File: config.mk
export PLATFORM = sky130hd
export DESIGN_NAME = thti_queue
export DESIGN_NICKNAME = d
export VERILOG_FILES = /design/src/rtl/thti_queue.sv
export SDC_FILE = /design/constraint.sdc
export NUM_CORES = 1
export LEC_CHECK = 0
export ABC_AREA = 1
export BUFFER_PORTS_ARGS = -buffer_cell sky130_fd_sc_hd__buf_4
export CAP_MARGIN = 20
export CORE_ASPECT_RATIO = 0.75
export CORE_MARGIN = 10
export CORE_UTILIZATION = 56
export CTS_CLUSTER_SIZE = 16
export DETAILED_ROUTE_END_ITERATION = 16
export GPL_TIMING_DRIVEN = 1
export PLACE_DENSITY = 0.78
export SLEW_MARGIN = 20
export SYNTH_ARGS = -nofsm -noshare
export SYNTH_HDL_FRONTEND = slang
export SYNTH_SLANG_ARGS = --single-unit
File: constraint.sdc
create_clock -name clk -period 2.2 [get_ports clk]
set_input_delay 0.11 -clock clk [delete_from_list [all_inputs] [get_ports clk]]
set_output_delay 0.11 -clock clk [all_outputs]
set_load 0.03 [all_outputs]
File: src/rtl/thti_queue.sv
// Small request queue between the front and the back
`timescale 1ns / 1ps

module thti_queue #(
  parameter int WIDTH = 8,
  parameter int DEPTH = 4
) (
  input  logic             clk,
  input  logic             rst,
  input  logic             push,
  input  logic [WIDTH-1:0] push_data,
  input  logic             pop,
  output logic [WIDTH-1:0] pop_data,
  output logic             full,
  output logic             empty
);

  localparam int PTR_W = (DEPTH > 1) ? $clog2(DEPTH) : 1;
  localparam int CNT_W = $clog2(DEPTH + 1);

  logic [WIDTH-1:0] slots [DEPTH];
  logic [PTR_W-1:0] wr_ptr;
  logic [PTR_W-1:0] rd_ptr;
  logic [CNT_W-1:0] count;

  assign pop_data = slots[rd_ptr];
  assign full     = (count == CNT_W'(DEPTH));
  assign empty    = (count == '0);

  // slot storage
  always_ff @(posedge clk) begin
    if (push) begin
      slots[wr_ptr] <= push_data;
    end
  end

  // pointers and fill count
  always_ff @(posedge clk) begin
    if (rst) begin
      wr_ptr <= '0;
      rd_ptr <= '0;
      count  <= '0;
    end else begin
      if (push) begin
        wr_ptr <= (wr_ptr == PTR_W'(DEPTH - 1)) ? '0 : wr_ptr + PTR_W'(1);
      end
      if (pop) begin
        rd_ptr <= (rd_ptr == PTR_W'(DEPTH - 1)) ? '0 : rd_ptr + PTR_W'(1);
      end
      case ({push, pop})
        2'b10:   count <= count + CNT_W'(1);
        2'b01:   count <= count - CNT_W'(1);
        default: count <= count;
      endcase
    end
  end

endmodule

==> out/qor.txt <==
outcome: finished, final reports clean
Hold WC Path Type: in -> reg
Slew Viols, Final: 0
YS warnings: 0
DRT iter0 DRCs: 87
Primary FF master, synth: edfxtp_1
Ant. Diodes: 0
final wirelength: 3.072 mm
Max-Cap Viols: 0
area of the multi-input gates: 425.4 sq um
post-route worst setup slack: 0.3649 ns
DIE AREA: 0.005556 sq mm
Netlist Area Pre-Place: 0.001657 sq mm
power density cells: 832.7 mW/mm^2
arrival time worst endpoint: 1.73 ns
largest fanout on the critical path: 17
Clock transition at path regs: 0.08 ns
TritonCTS Buffers: 5
first-pass GRT wire length: 4.912 mm
Mean Syn Cell Area: 12.18 sq um
RSZ-0062 raised after global routing: no
maximum vdd drop: 0.5656 mV
syn_nets: 155
switching share of total power: 0.2609
NumNets Final: 182
RePlAce Congestion: 0.7407
Die Height: 67.10 um
Synth area leader: edfxtp_1
top cell type's share of synthesized area: 0.5801
die width: 82.81 um
CTS root buffer: clkbuf_8
TritonCTS sink count: 41
Final min period: 1.835 ns
final worst path period share: 0.8341
Sum Neg Setup Slack: 0 ns
largest net degree at the start of global routing: 18
relative slew slack: 0.6426
CTS HTree Levels: 2
Psw: 0.4187 mW
Post-synth EDFFs: 32
via count: 1076
Leak Pwr: 0.7727 nW
Fmax: 544.9 MHz
core area: 0.002723 sq mm
sequential power share: 0.563
register area: 0.001141 sq mm
worst path required time: 2.09 ns
final hold vios: 0
internal power: 1.186 mW
vias in the first global route: 1030
# fillers: 212
Gate Count Post-Synth: 136
total gr overflow: 0
Worst Path Class, Setup: reg -> out
TritonCTS clock tree: yes
synth top area cells: edfxtp_1 (58%), dfxtp_1 (11%), o21ai_0 (4.8%)
crit end category: output port
layout cell share with drive strength beyond 1: 0.1951
worst-skew pair later-pin latency: 0.29 ns
number of library cell types mapped by synthesis: 18
clk buf depth: 2
Starting Density: 0.6085
row count: 16
pre-CTS WS: 0.6755 ns
Clock Power Share: 0.285
top-count cell post-synth: edfxtp_1
final instance count without filler cells: 200
drt drc: 0
Port Buffers: 21
register bit total from synthesis: 41
final setup vio count: 0
Async SR Flop Fraction: 0
clock skew after layout: 0.006884 ns
I/O Pins: 22
sequential element share of the synthesized area: 0.6888
DR pass1 iterations: 4
Synth top cells by count: edfxtp_1 (32), nor2_1 (18), inv_1 (17)
ANT nets after route: 0
startpoint types: flip-flop
Area Growth Syn to Fin: 16.31%
Least-Margin Pin Slew: 0.5354 ns
Inst Count DP: 191
initial antenna violation count: 0
Logic pwr share: 0.152
post-detailed-route wirelength per cell: 15.36 um
GRT Overall Usage: 0.1111
vias per cell: 5.380
Post-DP HPWL: 2.208 mm
-- kinds of logic after synthesis --
family	synth area share
AO/OA/AOI/OAI	0.1103
adder cells (fa/ha/maj)	0.05740
buffers and inverters	0.05438
AND/OR/NAND/NOR	0.08912
flip-flops	0.6888
-- through the flow --
step | util | power [mW] | area [sq um] | hold WS [ns]
after floorplan | - | 1.070 | 1657 | 0.1824
after global placement | 0.6746 | 1.152 | 1837 | 0.2898
after detailed placement | 0.6746 | 1.165 | 1837 | 0.2921
after CTS | 0.7077 | 1.607 | 1927 | 0.01171
after global routing | 0.7077 | 1.665 | 1927 | 0.008697
final | 0.7077 | 1.604 | 1927 | 0.009943
-- final cells by class --
cell class / instances / area share
clock inverters: 1 / 0.001948
well taps: 36 / 0.02338
multi-input cells: 75 / 0.2208
repair buffers: 22 / 0.08701
clock buffers: 7 / 0.03961
flip-flops and latches: 41 / 0.5922
inverters: 18 / 0.03506
-- power by group through the flow --
| stage | sequential [mW] | clock, mW | combinational (mW) |
|---|---|---|---|
| floorplan | 0.909 | 0 | 0.161 |
| global placement | 0.917 | 0 | 0.235 |
| detailed placement | 0.920 | 0 | 0.245 |
| CTS | 0.903 | 0.458 | 0.246 |
| global route | 0.907 | 0.490 | 0.267 |
| finish | 0.904 | 0.457 | 0.244 |
-- layout by cell type (no fill, tap or decap) --
| cell | Yosys | layout |
|---|---|---|
| edfxtp_1 | 32 | 32 |
| buf_4 | 0 | 21 |
| nor2_1 | 18 | 18 |
| inv_1 | 17 | 17 |
| o21ai_0 | 16 | 16 |
| dfxtp_1 | 9 | 9 |
| o22ai_1 | 8 | 8 |
| nand2_1 | 8 | 8 |
| ha_1 | 6 | 6 |
| a21oi_1 | 5 | 5 |
| clkbuf_8 | 0 | 5 |
| nor3_1 | 4 | 4 |
| nor2_2 | 3 | 3 |
| o21ai_1 | 2 | 2 |
| o21ai_2 | 2 | 2 |
| clkbuf_1 | 0 | 2 |
| inv_2 | 1 | 1 |
| nand3_1 | 1 | 1 |
| nand4_1 | 1 | 1 |
| fa_1 | 1 | 1 |
| clkinv_1 | 0 | 1 |
| dlygate4sd3_1 | 0 | 1 |
-- sequential cells by signal (all words and copies together), names as in the netlist, named ones only --
signal,flops
rd_ptr,2
wr_ptr,2
count,3
slots,32
-- worst paths after layout --
path,startpoint,to,slack [ns],depth (start not counted)
setup / recovery,flip-flop,pop_data[4],0.36,4
hold / removal,push_data[6],slots[1][6],0.01,1
setup reg to reg,count[0],count[2],0.84,8
hold reg to reg,wr_ptr[1],wr_ptr[1],0.55,2
-- metal layers --
layer,share of wire,GRT usage,up-vias,wire length (um)
li1,-,-,526,-
met1,0.47,0.1345,512,1430
met2,0.46,0.1712,31,1423
met3,0.058,0.04253,7,177
met4,0.013,0.05720,0,40
met5,0,0,-,0
-- timing repair --
action	4_1_cts	5_1_grt
hold endpoints to repair	3	0
buffers inserted	0	0
resized for setup	0	0
setup endpoints to repair	0	0
hold buffers	1	0
-- critical path: stages (launching register included) --
cell	delay, ns
dfxtp_1	0.66
inv_2	0.27
o21ai_0	0.22
o22ai_1	0.10
buf_4	0.18
Power figures use the tool's default switching activity.
