## config.mk

```make
export PLATFORM = sky130hd
export DESIGN_NAME = thti_front
export DESIGN_NICKNAME = d
export VERILOG_FILES = /design/src/rtl/thti_pkg.sv /design/src/rtl/thti_front.sv
export SDC_FILE = /design/constraint.sdc
export NUM_CORES = 2
export LEC_CHECK = 0
export BUFFER_PORTS_ARGS = -buffer_cell sky130_fd_sc_hd__buf_4
export CORE_AREA = 8 8 306 308
export DETAILED_ROUTE_END_ITERATION = 6
export DIE_AREA = 0 0 314 316
export MAX_ROUTING_LAYER = met4
export PLACE_DENSITY = 0.76
export SLEW_MARGIN = 25
export SYNTH_ARGS = -nofsm -noshare
export SYNTH_HDL_FRONTEND = slang
export SYNTH_SLANG_ARGS = --single-unit
export TNS_END_PERCENT = 5
```

## constraint.sdc

```tcl
create_clock -name clk -period 9.8 [get_ports clk]
set_input_delay 1.96 -clock clk [delete_from_list [all_inputs] [get_ports clk]]
set_output_delay 1.96 -clock clk [all_outputs]
set_load 0.01 [all_outputs]
```

## src/rtl/thti_pkg.sv

```systemverilog
// Shared types and constants for the terrain height triangle interpolator
`timescale 1ns / 1ps

package thti_pkg;

  // height samples and interpolation weights
  localparam int HEIGHT_W = 16;
  localparam int FRAC_W = 16;
  localparam int WT_W = FRAC_W + 1;
  localparam logic [WT_W-1:0] FRAC_ONE = 17'h10000;

  // entries held between the front and the back
  localparam int QUEUE_DEPTH = 4;

  // request codes on cmd
  localparam logic CMD_WRITE = 1'b0;
  localparam logic CMD_QUERY = 1'b1;

  // register indexes on the cfg channel
  localparam logic [2:0] REG_ORIGIN_X   = 3'd0;
  localparam logic [2:0] REG_ORIGIN_Z   = 3'd1;
  localparam logic [2:0] REG_INV_CELL   = 3'd2;
  localparam logic [2:0] REG_MAP_WIDTH  = 3'd3;
  localparam logic [2:0] REG_MAP_HEIGHT = 3'd4;

  // what the back does with one queue entry
  typedef enum logic [1:0] {
    K_WRITE,
    K_MISS,
    K_QUERY
  } kind_t;

  // configuration registers as seen by the front
  typedef struct packed {
    logic signed [31:0] origin_x;
    logic signed [31:0] origin_z;
    logic [31:0]        inv_cell_space;
    logic [8:0]         map_width;
    logic [8:0]         map_height;
  } cfg_regs_t;

  // packed width of one queue entry for a given store address width
  function automatic int entry_w(int addr_w);
    return $bits(kind_t) + 3 * addr_w + 2 * WT_W + HEIGHT_W;
  endfunction

endpackage

```

## src/rtl/thti_front.sv

```systemverilog
// Front: accepts requests, maps query positions to grid cells and classifies them
`timescale 1ns / 1ps

module thti_front
  import thti_pkg::*;
#(
  parameter int MAX_DIM = 256,
  parameter int ADDR_W = 16
) (
  input  logic                        clk,
  input  logic                        rst,
  input  logic                        start,
  output logic                        busy,
  input  logic                        cmd,
  input  logic [15:0]                 write_index,
  input  logic [HEIGHT_W-1:0]         write_height,
  input  logic signed [31:0]          pos_x,
  input  logic signed [31:0]          pos_z,
  input  cfg_regs_t                   cfg,
  output logic                        push,
  output logic [entry_w(ADDR_W)-1:0]  push_data,
  input  logic                        full
);

  localparam int IDX_W = (MAX_DIM > 2) ? $clog2(MAX_DIM) : 1;
  localparam int DIM_W = $clog2(MAX_DIM + 1);
  localparam int DEPTH = MAX_DIM * MAX_DIM;

  typedef enum logic [2:0] {
    F_IDLE,
    F_MUL_X,
    F_MUL_Z,
    F_CLS,
    F_PUSH
  } state_t;

  typedef struct packed {
    kind_t               kind;
    logic [ADDR_W-1:0]   addr_p;
    logic [ADDR_W-1:0]   addr_b;
    logic [ADDR_W-1:0]   addr_c;
    logic [WT_W-1:0]     wt_b;
    logic [WT_W-1:0]     wt_c;
    logic [HEIGHT_W-1:0] wdata;
  } entry_t;

  state_t              state;
  logic signed [32:0]  dx;
  logic signed [32:0]  dz;
  logic [63:0]         prod;
  logic                ok_x;
  logic                ok_z;
  logic [IDX_W-1:0]    ix;
  logic [IDX_W-1:0]    iz;
  logic [FRAC_W-1:0]   s;
  logic [FRAC_W-1:0]   t;

  logic                accept;
  logic                wr_ok;
  logic [DIM_W-1:0]    dim_w;
  logic [DIM_W-1:0]    dim_h;
  logic [31:0]         mul_a;
  logic [63:0]         mul_full;
  logic                axis_neg;
  logic [DIM_W-1:0]    axis_dim;
  logic                axis_ok;
  logic [IDX_W-1:0]    axis_idx;
  logic [FRAC_W-1:0]   axis_frac;
  logic [IDX_W+DIM_W-1:0] row_off;
  logic [ADDR_W-1:0]   base;
  logic [ADDR_W-1:0]   row_w;
  logic [WT_W-1:0]     st_sum;
  logic                lower;
  entry_t              q_entry;
  entry_t              w_entry;

  // handshake
  assign busy   = (state != F_IDLE) || full;
  assign accept = start && !busy;
  assign wr_ok  = (32'(write_index) < 32'(DEPTH));

  // dimensions saturate at MAX_DIM, the side length of the store
  assign dim_w = (32'(cfg.map_width) > 32'(MAX_DIM)) ? DIM_W'(MAX_DIM) : DIM_W'(cfg.map_width);
  assign dim_h = (32'(cfg.map_height) > 32'(MAX_DIM)) ? DIM_W'(MAX_DIM)
                                                      : DIM_W'(cfg.map_height);

  // shared scale multiplier, x offset first then z offset
  assign mul_a    = (state == F_MUL_X) ? dx[31:0] : dz[31:0];
  assign mul_full = 64'(mul_a) * 64'(cfg.inv_cell_space);

  // cell index and fraction for the axis whose product sits in prod
  always_comb begin
    axis_neg  = (state == F_MUL_Z) ? dx[32] : dz[32];
    axis_dim  = (state == F_MUL_Z) ? dim_w : dim_h;
    axis_ok   = 1'b0;
    axis_idx  = '0;
    axis_frac = '0;
    if (axis_dim < DIM_W'(2)) begin
      axis_ok = 1'b0;
    end else if (cfg.inv_cell_space == '0) begin
      axis_ok = 1'b1;
    end else if (!axis_neg && (prod[63:32] < 32'(axis_dim) - 32'd1)) begin
      axis_ok   = 1'b1;
      axis_idx  = prod[32 +: IDX_W];
      axis_frac = prod[31:16];
    end
  end

  // corner addresses, triangle choice and weights
  always_comb begin
    row_off = iz * dim_w;
    base    = ADDR_W'(row_off) + ADDR_W'(ix);
    row_w   = ADDR_W'(dim_w);
    st_sum  = {1'b0, s} + {1'b0, t};
    lower   = (st_sum <= FRAC_ONE);

    q_entry.kind   = (ok_x && ok_z) ? K_QUERY : K_MISS;
    q_entry.addr_p = lower ? base : base + row_w + ADDR_W'(1);
    q_entry.addr_b = base + ADDR_W'(1);
    q_entry.addr_c = base + row_w;
    q_entry.wt_b   = lower ? {1'b0, s} : FRAC_ONE - {1'b0, t};
    q_entry.wt_c   = lower ? {1'b0, t} : FRAC_ONE - {1'b0, s};
    q_entry.wdata  = '0;

    w_entry.kind   = K_WRITE;
    w_entry.addr_p = ADDR_W'(write_index);
    w_entry.addr_b = '0;
    w_entry.addr_c = '0;
    w_entry.wt_b   = '0;
    w_entry.wt_c   = '0;
    w_entry.wdata  = write_height;
  end

  // writes go straight into the queue, queries after classification
  assign push      = (accept && (cmd == CMD_WRITE) && wr_ok) || ((state == F_PUSH) && !full);
  assign push_data = (state == F_PUSH) ? q_entry : w_entry;

  // sequencer
  always_ff @(posedge clk) begin
    if (rst) begin
      state <= F_IDLE;
    end else begin
      unique case (state)
        F_IDLE: begin
          if (accept && (cmd == CMD_QUERY)) begin
            dx    <= $signed({pos_x[31], pos_x}) - $signed({cfg.origin_x[31], cfg.origin_x});
            dz    <= $signed({cfg.origin_z[31], cfg.origin_z}) - $signed({pos_z[31], pos_z});
            state <= F_MUL_X;
          end
        end
        F_MUL_X: begin
          prod  <= mul_full;
          state <= F_MUL_Z;
        end
        F_MUL_Z: begin
          prod  <= mul_full;
          ok_x  <= axis_ok;
          ix    <= axis_idx;
          s     <= axis_frac;
          state <= F_CLS;
        end
        F_CLS: begin
          ok_z  <= axis_ok;
          iz    <= axis_idx;
          t     <= axis_frac;
          state <= F_PUSH;
        end
        F_PUSH: begin
          if (!full) begin
            state <= F_IDLE;
          end
        end
        default: state <= F_IDLE;
      endcase
    end
  end

endmodule

```

==> results.toml <==
[worst_setup_path]
max_stage_delay_ps = 510
rr_worst_depth = 30
cp.depth = 24
slowest_stage = "fa_1"
path_max_fanout = 9
crit_path_start_kind = "primary input"
r2r_end = "prod[58]$_DFFE_PP_"
cp.required_ps = 7840
critPathArrivalTime_ps = 7560
end_kind = "primary output"
crit_start = "cfg[17]"
cp_common_cell = "fa_1"
critPathKind = "primary input to primary output"
cp_num_buf_inv = 6
rr_startpoint = "state[0]$_SDFFE_PP0P_"
cp_cell_sequence = "buf_4 -> nor2b_1 -> nand2_1 -> fa_1 -> inv_1 -> fa_1 -> inv_1 -> fa_1 -> fa_1 -> inv_1 -> ha_1 -> a21o_1 -> a21oi_1 -> xnor2_1 -> ha_1 -> a21o_1 -> a41oi_2 -> buf_4 -> xnor2_1 -> and4_1 -> a21oi_1 -> or4_1 -> o211ai_1 -> buf_4"
r2r_slack_ps = 440
crit_family = "adder cells"

[yosys]
syn_avg_cell_area_sq_um = 9.16
synth-main-ff-cell = "edfxtp_1"
synth-edff-count = 164
synth_warnings = 0
yosysSeqAreaShare = 0.103
synthTopCellsByCount = "inv_1, fa_1, and2_1, nand2_1, ha_1"
async_reset_ff_frac = 0
synth_area_sq_um = 48200
yosysMostFrequentCell = "inv_1"
synthCells = 5261
synth_cell_types = 77
ys_seq_elements = 167
yosys.area.top_type_share = 0.394
yosys.area.top_type = "fa_1"
synth_nets = 6845
netlist_top_cells_area = "fa_1, ha_1, edfxtp_1"

[die]
ioPinCount = 317
core_sq_um = 89000
fp.dieW_microns = 314
die-area_sq_um = 99200
start_util = 0.541
rows = 110
dieHeight_microns = 316

[sta]
hold_viol_final = 0
slew_viol_final = 0
finalCriticalPeriod_ps = 9520
finalCritPeriodShare = 0.972
fin_ws_ps = 277
rsz0062_at_grt = "false"
tightestPinTransition_ps = 933
whs_ps = 561
finalSetupViolCount = 0
timing.fmax_ghz = 0.105
maxSlewHeadroom = 0.376
fin_skew_ps = 13.7

[final_layout]
final_layout_size_suffix_gt1_frac = 0.0984
fin_nets = 7048
area_growth_pct = 9.47
fillCellCount = 7555

[hold_path]
min_to = "t[7]$_DFFE_PP_"
hold_path.startpoint = "prod[23]$_DFFE_PP_"
worstHoldPathType = "flip-flop to flip-flop"
whs_path_depth = 1

[global_route]
antenna_found_initial = 4
grt-ovfl-total = 0
first_global_vias = 39500
grt_pass1_wl_microns = 205000
grt_max_degree = 64
grt_usage = 0.267

[cts]
cts-htree-levels = 4
worstSkewPairLatency_ps = 490
cts_tree = "built"
numCtsBuffers = 17
clock_sinks = 167
hold_buffers = 0
cts_root_buffer = "clkbuf_16"
clockBufferDepth = 2
path_clk_slew_ps = 80

[route]
routedWlPerCell_microns = 19.1
drtPass1Iterations = 6
vias = 36800
drtIter0Drc = 2146
postRouteAntennaNets = 0
drc = 0
drt-total-wl_microns = 127000
vias_per_cell = 5.53

[run]
cap_violations = 0

[placed_design]
place.gp.congestion = 0.963
dp_hpwl_microns = 106000
pre_cts_ws_ps = -7.38
port_buffers = 316

[outcome]
outcome = "completed"
==> worst register-to-register path: cells and delay by family, from the launching register on <==
kind | cells | cell delay [ps]
adders and majority gates | 9 | 4250
AOI/OAI and AO/OA | 9 | 2380
buffers and inverters | 7 | 820
and+or+nand+nor | 3 | 600
muxes | 1 | 590
DFF | 1 | 440
xor gates and xnor gates | 1 | 80
==> layout by cell type, fill, tap and decap left out, types with 74 or more instances in the layout <==
master / netlist / routed
a21o_1: 84 / 84
a21oi_1: 160 / 160
and2_1: 686 / 686
buf_4: 5 / 430
edfxtp_1: 164 / 164
fa_1: 948 / 948
ha_1: 421 / 421
inv_1: 1055 / 1055
nand2_1: 620 / 619
nor2_1: 122 / 120
o21ai_0: 74 / 74
xnor2_1: 116 / 116
==> area by class of cell <==
class | instances | area, sq um | share of cell area
Multi-Input combinational cell | 3786 | 38400 | 0.727
Sequential cell | 167 | 4980 | 0.0945
Antenna cell | 3 | 7.51 | 0.000142
Tap cell | 1176 | 1470 | 0.0279
Clock inverter | 15 | 186 | 0.00353
Inverter | 1055 | 3960 | 0.0751
Timing Repair Buffer | 437 | 3370 | 0.0638
Clock buffer | 17 | 425 | 0.00806
==> cells by family after synthesis <==
group,share of synthesized area
xor gates and xnor gates,0.0325
DFF,0.103
AOI/OAI and AO/OA,0.0674
buffers and inverters,0.102
muxes,0.0102
adders and majority gates,0.503
and+or+nand+nor,0.181
==> metrics by stage <==
step / cell area, sq um / setup TNS, ps / utilization / cells
floorplan: 48200 / 0 / - / 5261
detailed placement: 52100 / -7.38 / 0.585 / 6620
finish: 52800 / 0 / 0.592 / 6656
global placement: 52100 / 0 / 0.585 / 6620
global route: 52800 / 0 / 0.592 / 6656
CTS: 52700 / 0 / 0.592 / 6652
==> sequential cells by signal, indices dropped and copies added (netlist names) <==
| name | cells |
|---|---|
| ok_x | 1 |
| dz | 33 |
| ok_z | 1 |
| prod | 48 |
| iz | 8 |
| dx | 33 |
| s | 16 |
| state | 3 |
| t | 16 |
| ix | 8 |
==> what timing repair did <==
item	CTS	global route
buffers inserted	0	1
setup endpoints to repair	0	7
gates resized for setup	0	8
endpoints found under the hold margin	0	0
==> routing by layer <==
| metal | track usage | up-vias | wire [microns] |
|---|---|---|---|
| met5 | - | - | 0 |
| met4 | 0.124 | 0 | 7120 |
| met3 | 0.0376 | 407 | 7810 |
| met2 | 0.455 | 1432 | 63700 |
| met1 | 0.313 | 18400 | 48900 |
| li1 | - | 16500 | - |
==> worst max-delay path by stage <==
stage,slack [ps],end
6_report,280,push_data[92]
3_5_place_dp,-7,prod[58]$_DFFE_PP_
3_3_place_gp,150,prod[58]$_DFFE_PP_
4_1_cts,110,push_data[95]
2_1_floorplan,470,push_data[96]
5_1_grt,7,push_data[96]
Power is left out: the tool's default activity adds up to more than one toggle a clock period on the data nets, which glitch-free logic cannot reach.
